==> src/rtl/core/fdmd_pkg.sv <==
// Types and constants shared by the frame-difference motion detector modules.
`default_nettype none

package fdmd_pkg;

	localparam int PIX_W          = 8;
	localparam int FRAME_PIXELS_W = 22;
	localparam int THRESH_W       = 16;
	localparam int MEAN_W         = 15;
	localparam int CHANGE_W       = 16;
	localparam int CFG_IDX_W      = 8;
	localparam int CFG_DATA_W     = FRAME_PIXELS_W;
	localparam int QUOT_BITS      = 15;
	localparam int CNT_W          = $clog2(QUOT_BITS);

	localparam logic [CFG_IDX_W-1:0]      CFG_FRAME_PIXELS     = 8'd0;
	localparam logic [CFG_IDX_W-1:0]      CFG_MOTION_THRESHOLD = 8'd1;
	localparam logic [FRAME_PIXELS_W-1:0] FRAME_PIXELS_RST     = 22'd2073600;
	localparam logic [THRESH_W-1:0]       THRESHOLD_RST        = 16'd5;
	localparam logic [MEAN_W-1:0]         MEAN_MAX             = 15'd25500;
	localparam logic [CNT_W-1:0]          DIV_START            = CNT_W'(QUOT_BITS - 1);

	typedef enum logic [2:0] {
		ST_IDLE,
		ST_READ,
		ST_MUL,
		ST_DIV,
		ST_FIN,
		ST_OUT
	} state_t;

	// Commands from the controller to the datapath.
	typedef struct packed {
		logic load;
		logic update;
		logic mul;
		logic div_step;
		logic finish;
		logic emit;
	} cmd_t;

	// Status from the datapath to the controller.
	typedef struct packed {
		logic last;
		logic div_last;
		logic out_free;
	} sts_t;

endpackage

`default_nettype wire

==> src/rtl/core/fdmd_ctrl.sv <==
// Controller state machine of the frame-difference motion detector.
`default_nettype none

module fdmd_ctrl import fdmd_pkg::*; (
	input  logic clk,
	input  logic arst_n,
	input  logic in_valid,
	input  sts_t sts,
	output cmd_t cmd,
	output logic in_stall
);

	state_t state_q;
	state_t state_nxt;

	always_ff @(posedge clk or negedge arst_n) begin
		if (!arst_n) begin
			state_q <= ST_IDLE;
		end else begin
			state_q <= state_nxt;
		end
	end

	always_comb begin
		state_nxt = state_q;
		cmd       = '0;
		in_stall  = 1'b1;
		unique case (state_q)
			ST_IDLE: begin
				in_stall = 1'b0;
				if (in_valid) begin
					cmd.load  = 1'b1;
					state_nxt = ST_READ;
				end
			end
			ST_READ: begin
				cmd.update = 1'b1;
				state_nxt  = sts.last ? ST_MUL : ST_OUT;
			end
			ST_MUL: begin
				cmd.mul   = 1'b1;
				state_nxt = ST_DIV;
			end
			ST_DIV: begin
				cmd.div_step = 1'b1;
				if (sts.div_last) begin
					state_nxt = ST_FIN;
				end
			end
			ST_FIN: begin
				cmd.finish = 1'b1;
				state_nxt  = ST_OUT;
			end
			ST_OUT: begin
				if (sts.out_free) begin
					cmd.emit  = 1'b1;
					state_nxt = ST_IDLE;
				end
			end
			default: begin
				state_nxt = ST_IDLE;
			end
		endcase
	end

endmodule

`default_nettype wire

==> config.mk <==
export PLATFORM = sky130hd
export DESIGN_NAME = fdmd_ctrl
export DESIGN_NICKNAME = d
export VERILOG_FILES = /design/src/rtl/core/fdmd_pkg.sv /design/src/rtl/core/fdmd_ctrl.sv
export SDC_FILE = /design/constraint.sdc
export NUM_CORES = 1
export LEC_CHECK = 0
export ABC_AREA = 1
export BUFFER_PORTS_ARGS = -buffer_cell sky130_fd_sc_hd__buf_2
export CAP_MARGIN = 20
export CELL_PAD_IN_SITES_DETAIL_PLACEMENT = 0
export CELL_PAD_IN_SITES_GLOBAL_PLACEMENT = 1
export CORE_AREA = 2 2 39 41
export CTS_CLUSTER_SIZE = 8
export DETAILED_ROUTE_END_ITERATION = 10
export DIE_AREA = 0 0 41 43
export GPL_TIMING_DRIVEN = 1
export PLACE_DENSITY_LB_ADDON = 0.1
export SYNTH_ARGS = -nofsm -noshare
export SYNTH_HDL_FRONTEND = slang
export SYNTH_SLANG_ARGS = --single-unit
==> constraint.sdc <==
create_clock -name clk -period 2.1 [get_ports clk]
set_input_delay 0.315 -clock clk [delete_from_list [all_inputs] [get_ports clk]]
set_output_delay 0.315 -clock clk [all_outputs]
set_load 0.02 [all_outputs]
==> Word level (Yosys, flattened, before mapping) <==
Cells that the tools add are included.
{ "classes": {"n_reduce_logical": 2, "n_eq_ne": 8, "n_mux": 14} }
{ "ops": {"columns": ["operator", "n"], "rows": [
  ["$pmux W3 S6", 1],
  ["$mux W3", 4],
  ["$mux W1", 9],
  ["$eq A3 B2 Y1 const B", 2],
  ["$eq A3 B3 Y1 const B", 2],
  ["$ne A2 B2 Y1 const B", 3],
  ["$eq A3 B1 Y1 const B", 1],
  ["$logic_not A3 Y1", 1],
  ["$reduce_and A3 Y1", 1]
]} }
{ "word_totals": {"input_bits": 6, "elab_cells": 25, "reg_bits": 3, "output_inout_bits": 7} }

==> Depth between registers and ports, before layout <==
Gate-level depths: netlist of the first run.
{ "depth": {"depth_word": 3, "mapped_depth": 7, "ltp_nobuf": 7} }

==> Worst setup path after synthesis of the first run <==
Ideal clock, no wire load.
{ "synth_timing": {"kind": "register -> output", "startpoint": "register state_q[0]", "endpoint": "output port cmd[5] in the netlist's numbering", "required_time_ps": 1785, "setup_slack_ps": 649, "stages_incl_launch_ff": 4, "n_path_buf": 0, "arrival_time_ps": 1136, "cell_sequence": "dfrtp_1 -> nor2_1 -> nand2_1 -> nor2_1"} }
{ "synth_rtl": {"columns": ["item", "line", "source"], "rows": [
  ["from (decl)", "fdmd_ctrl.sv:13", "state_t state_q;"],
  ["from (signal assigned)", "fdmd_ctrl.sv:20", "state_q <= state_nxt;"],
  ["to (decl)", "fdmd_ctrl.sv:9", "output cmd_t cmd,"]
]} }

==> results.toml, run 1 <==
[power]
total_power_mw = 0.6046
p_clk_share_pct = 16.9
sequentialPowerShare_pct = 23.8
switching_share_pct = 52.32
switching_power_mw = 0.3163
powerDensity_nw_per_um2 = 1660
p_leak_nw = 0.2117
p_int_mw = 0.2883
ir_worst_vdd_v = 0.0004510
comb_power_share_pct = 59.2

[synth]
synth_area_um2 = 247.7
synth_nets = 44
synthArstFlopShare_pct = 100.0
yosysMostFrequentCell = "nand2_1"
seq_area_frac_synth_pct = 30.30
ys_top_cells_by_count = "8 x nand2_1, 6 x nor2_1, 4 x inv_1"
synth_flop_cell = "dfrtp_1"
synth_seq_cells = 3
synth_edf_count = 0
synth_cell_types = 13
yosys_warnings = 0
syn-instance-count = 38
syn_area_per_cell_um2 = 6.519
synth_top_area_share_pct = 30.30
synth.largest_area_cell = "dfrtp_1"
synth.area.top_cells = "dfrtp_1 30%, nand2_1 12%, nor2_1 9.1%"

[global_route]
grt_pass1_vias = 276
grt_overflow = 0
grt_first_pass_wirelength_um = 1014
gr-usage-all-layers_pct = 8.853
antenna_found_initial = 0
grt_max_degree = 8

[layout]
largest_reg_flops = 3
finish.net_count = 62
drive_gt1_share_pct = 41.82
utilization_pct = 26.31
stdcell_area_um2 = 364.1
area_delta_synth_final_pct = 46.97
n_antenna_cell = 0
top_register = "state_q"
top_regs = "state_q x3"

[sta]
grt_setup_unrepaired = "false"
layout_setup_ws_ns = 0.5285
worstMarginPinSlew_ns = 0.2514
tns_ns = 0
period_minus_slack_ns = 1.571
finalCritPeriodShare_pct = 74.83
relSlewSlack_pct = 83.24
slew_violations = 0
skew_ns = 0.0002830
hold_viol = 0
setup_violations = 0
max_freq_mhz = 636.4

[setup_path]
critPathRequiredTime_ns = 1.78
crit_path_max_incr_delay_ns = 0.43
crit_arrival_ns = 1.26
startpoint_type = "flop"
cpMostUsedCell = "nor2_1"
path_cells = "nor2_1, nand2_1, nor2_1, buf_2"
criticalPathCategory = "reg -> out"
slowest_stage = "dfrtp_1"
end_kind = "primary output"
cp_max_fo = 5

[flow_run]
cap_violations = 0

[routing]
drc = 0
ant_nets = 0
drt-wirelength-per-cell_um = 8.859
avgViaCountPerCell = 4.056
wl_um = 629
num_vias = 288
dr.pass1.iters = 1
first_iter_violations = 0

[cts]
cts_setup_buffers = 0
clock-root-buffer = "clkbuf_4"
clkLatencyLatePin_ns = 0.23
ctsHtreeMaxLevel = 1
cts_made_buffers = 3
clock-sinks = 3
tritoncts = "built"
postCtsResizedCells = 0
cts_hold_buf = 1
cts.path.max_buffers = 2
clkTransAtPathRegs_ns = 0.04

[placed_design]
dp_hpwl_um = 541
post_dp_cell_area_um2 = 327.8
gp_congestion = 0.6651
dpl_worst_slack_ns = 0.7871
numPortBuffers = 12

[floorplan]
die_area_um2 = 1763
start_util_pct = 17.90
die-width_um = 41
fp-row-count = 14
pin_count = 13
design.core.area_um2 = 1384
dieHeight_um = 43

[run_status]
status = "completed"

[hold_path]
hp-class = "in -> reg"
[metrics by stage]
stage / hold slack, ns / instances
2_1_floorplan: 0.01941 / 38
3_3_place_gp: 0.1124 / 66
3_5_place_dp: 0.1139 / 66
4_1_cts: 0.3234 / 71
5_1_grt: 0.3387 / 71
6_report: 0.3197 / 71
[worst max-delay path, delay by kind of cell (launching register included)]
family	cells	cell delay (ns)
buf+inv	1	0.17
flops	1	0.43
simple gates	3	0.42
[power groups by stage]
stage                     sequential (mW)  clock (mW)  combinational [mW]
after floorplan                     0.135           0               0.270
after global placement              0.144           0               0.359
after detailed placement            0.146           0               0.363
after CTS                           0.145       0.105               0.365
after global routing                0.149       0.117               0.396
final                               0.144       0.102               0.358
[layer usage]
metal  up-vias  wire, um  global-route usage [%]
li1        150         -                       -
met1       131       259                   8.738
met2         5       336                   13.44
met3         2        19                   4.712
met4         0        13                   6.000
met5         -         0                       0
[area by class of cell]
type | count | area [um2]
flip-flops and latches | 3 | 75.07
well taps | 16 | 20.02
repair buffers | 13 | 70.07
inverters | 6 | 22.52
fillers | 165 | 1020
multi-input cells | 29 | 150.1
clock buffers | 4 | 26.28
[kinds of logic (layout without fill, tap and decap cells)]
kind of cell | after synthesis | in the layout | synth area share [%]
compound gates | 5 | 5 | 12.12
buf+inv | 6 | 23 | 9.090
flops | 3 | 3 | 30.30
simple gates | 24 | 24 | 48.49
[layout by cell type, fill, tap and decap left out]
cell	count
clkbuf_1	1
buf_2	12
nor2_1	6
nor3_1	2
nor2_2	1
clkbuf_4	3
nand2_1	8
inv_1	4
o21ai_1	1
nor2_4	2
nand3_1	2
o21ba_1	1
nand2_2	3
inv_2	2
dlygate4sd3_1	1
dfrtp_1	3
a21oi_1	3
[worst paths after layout]
path | cells past startpoint | end | slack [ns] | start
max in group asynchronous | 2 | state_q[1] | 1.60 | arst_n
worst min-delay path | 3 | state_q[1] | 0.32 | sts[2]
worst max register to register | 4 | state_q[2] | 0.95 | state_q[0]
worst min register to register | 3 | state_q[0] | 0.66 | state_q[0]
min in group asynchronous | 2 | state_q[2] | 0.40 | arst_n
worst max-delay path | 4 | cmd[5] | 0.53 | state_q[0]
Power figures use the tool's default switching activity.
==> run 2: changes to the inputs <==
Settings changed: ABC_AREA 1 to 0.
Clock period 2.1 ns to 1.6 ns, I/O delays scaled along.
==> results.toml, run 2 <==
[routing]
drt-wirelength-per-cell_um = 10.05
drc = 0
avgViaCountPerCell = 4.258
dr.pass1.iters = 4
ant_nets = 0
wl_um = 623
num_vias = 264
first_iter_violations = 4

[sta]
setup_violations = 0
period_minus_slack_ns = 1.527
relSlewSlack_pct = 82.28
tns_ns = 0
slew_violations = 0
grt_setup_unrepaired = "false"
hold-worst-slack_ns = 0.3030
skew_ns = 0.003836
finalCritPeriodShare_pct = 95.41
max_freq_mhz = 655.1
hold_viol = 0
worstMarginPinSlew_ns = 0.2631

[layout]
top_register = "state_q"
mostFrequentLayoutCells = "12 x buf_2, 4 x nor2_1"
drive_gt1_share_pct = 45.65
final_common_cell = "buf_2"
largest_reg_flops = 3
fillCellCount = 161
n_antenna_cell = 0
top_regs = "state_q x3"
area_delta_synth_final_pct = 45.45
multiInputGateArea_um2 = 146.4
stdcell_area_um2 = 360.3
register_area_um2 = 75.07
finish.net_count = 53

[cts]
clkLatencyLatePin_ns = 0.24
clkTransAtPathRegs_ns = 0.03
clock-sinks = 3
cts.path.max_buffers = 2
clock-root-buffer = "clkbuf_4"
tritoncts = "built"
cts_setup_buffers = 0
ctsHtreeMaxLevel = 1
cts_made_buffers = 3

[placed_design]
dp_hpwl_um = 471.7
gp_congestion = 0.7276
post_dp_cell_area_um2 = 324.1
numPortBuffers = 12

[global_route]
grt_first_pass_wirelength_um = 1028
grt_overflow = 0
grt_pass1_vias = 254
gr-usage-all-layers_pct = 8.826
grt_max_degree = 11
antenna_found_initial = 0

[synth]
yosys_warnings = 0
syn_area_per_cell_um2 = 8.543
synth_cell_types = 19
synth_flop_cell = "dfrtp_1"
yosysMostFrequentCell = "nor2_1"
synth_seq_cells = 3
synth_edf_count = 0
synth.largest_area_cell = "dfrtp_1"
seq_area_frac_synth_pct = 30.30
synthArstFlopShare_pct = 100.0
ys_top_cells_by_count = "4 x nor2_1, 3 x dfrtp_1, 3 x nand2_1, 3 x o21ai_0, 2 x inv_1"
synth_nets = 35
synth.area.top_cells = "dfrtp_1 30%, o21ai_0 6.1%, a2111oi_2 6.1%"
synth_top_area_share_pct = 30.30
synth_area_um2 = 247.7
syn-instance-count = 29

[setup_path]
worst_r2r_path_depth = 4
end_kind = "primary output"
r2r-start = "state_q[0]"
criticalPathCategory = "reg -> out"
crit_arrival_ns = 1.29
startpoint = "state_q[1]"
startpoint_type = "flop"
cp_max_fo = 7
critPathRequiredTime_ns = 1.36

[hold_path]
min-delay-start = "sts[2]"
hold_depth = 3
hp-class = "in -> reg"

[power]
p_leak_nw = 0.1784
powerDensity_nw_per_um2 = 1998
ir_worst_vdd_v = 0.0003876

[floorplan]
pin_count = 13
start_util_pct = 17.90
die-width_um = 41
design.core.area_um2 = 1384
dieHeight_um = 43
die_area_um2 = 1763
fp-row-count = 14

[run_status]
status = "completed"

[flow_run]
cap_violations = 0
run 2: cell types whose count changed after synthesis, sizes merged, moves of 2 or more:
cell   previous run  this run
nand3             2         0
nor2              9         5
nand2            11         3
inv               6         2
buf               0         2
a21oi             3         1
o21ai             1         3
run 2: worst paths after layout:
path / slack (ns) / endpoint
max: 0.07 / cmd[5]
min: 0.30 / state_q[1]
max reg2reg: 0.36 / state_q[2]
min reg2reg: 0.63 / state_q[0]
max in group asynchronous: 1.17 / state_q[1]
min in group asynchronous: 0.33 / state_q[2]
run 2: critical path: stages, from the launching register on:
cell and delay (ns):
dfrtp_1 0.43, or3_4 0.37, nor2_1 0.08, buf_2 0.16
run 2: cell families after synthesis:
family | count (synthesis) | share of synthesized area (%)
DFF | 3 | 30.30
and+or+nand+nor | 14 | 33.33
AOI/OAI and AO/OA | 8 | 25.75
buffers and inverters | 4 | 10.61
run 2: repair_timing:
item,in CTS,in global routing
hold endpoints to repair,3,0
hold buffers,1,0
setup endpoints to repair,0,0
resized for setup,0,0
run 2: area by class of cell:
type / count / share of cell area [%]
Clock buffer: 4 / 7.292
Tap cell: 16 / 5.556
Sequential cell: 3 / 20.83
Inverter: 2 / 2.083
Multi-Input combinational cell: 22 / 40.62
Timing Repair Buffer: 15 / 23.61
run 2: through the flow:
step	util, %	instances	power, mW	setup slack (ns)
after floorplan	-	29	0.4867	0.1169
after global placement	23.42	57	0.5888	0.3192
after detailed placement	23.42	57	0.5861	0.3220
after CTS	26.04	62	0.7310	0.06855
after global routing	26.04	62	0.7903	0.007084
final	26.04	62	0.7198	0.07342
run 2: report_power, final:
| part | internal, mW | switching (mW) | leakage, nW |
|---|---|---|---|
| Clock | 0.0936 | 0.0409 | 0.0150 |
| Sequential | 0.112 | 0.0296 | 0.0361 |
| Combinational | 0.184 | 0.260 | 0.127 |
| Total | 0.389 | 0.330 | 0.178 |
run 2: metal layers:
metal | track usage [%] | routed length [um] | part of all wire (%) | vias to the layer above
li1 | - | - | - | 136
met2 | 10.94 | 281 | 45 | 9
met3 | 0 | 31 | 5.0 | 2
met4 | 10.00 | 21 | 3.4 | 0
met5 | 0 | 0 | 0 | -
met1 | 12.18 | 289 | 46 | 117
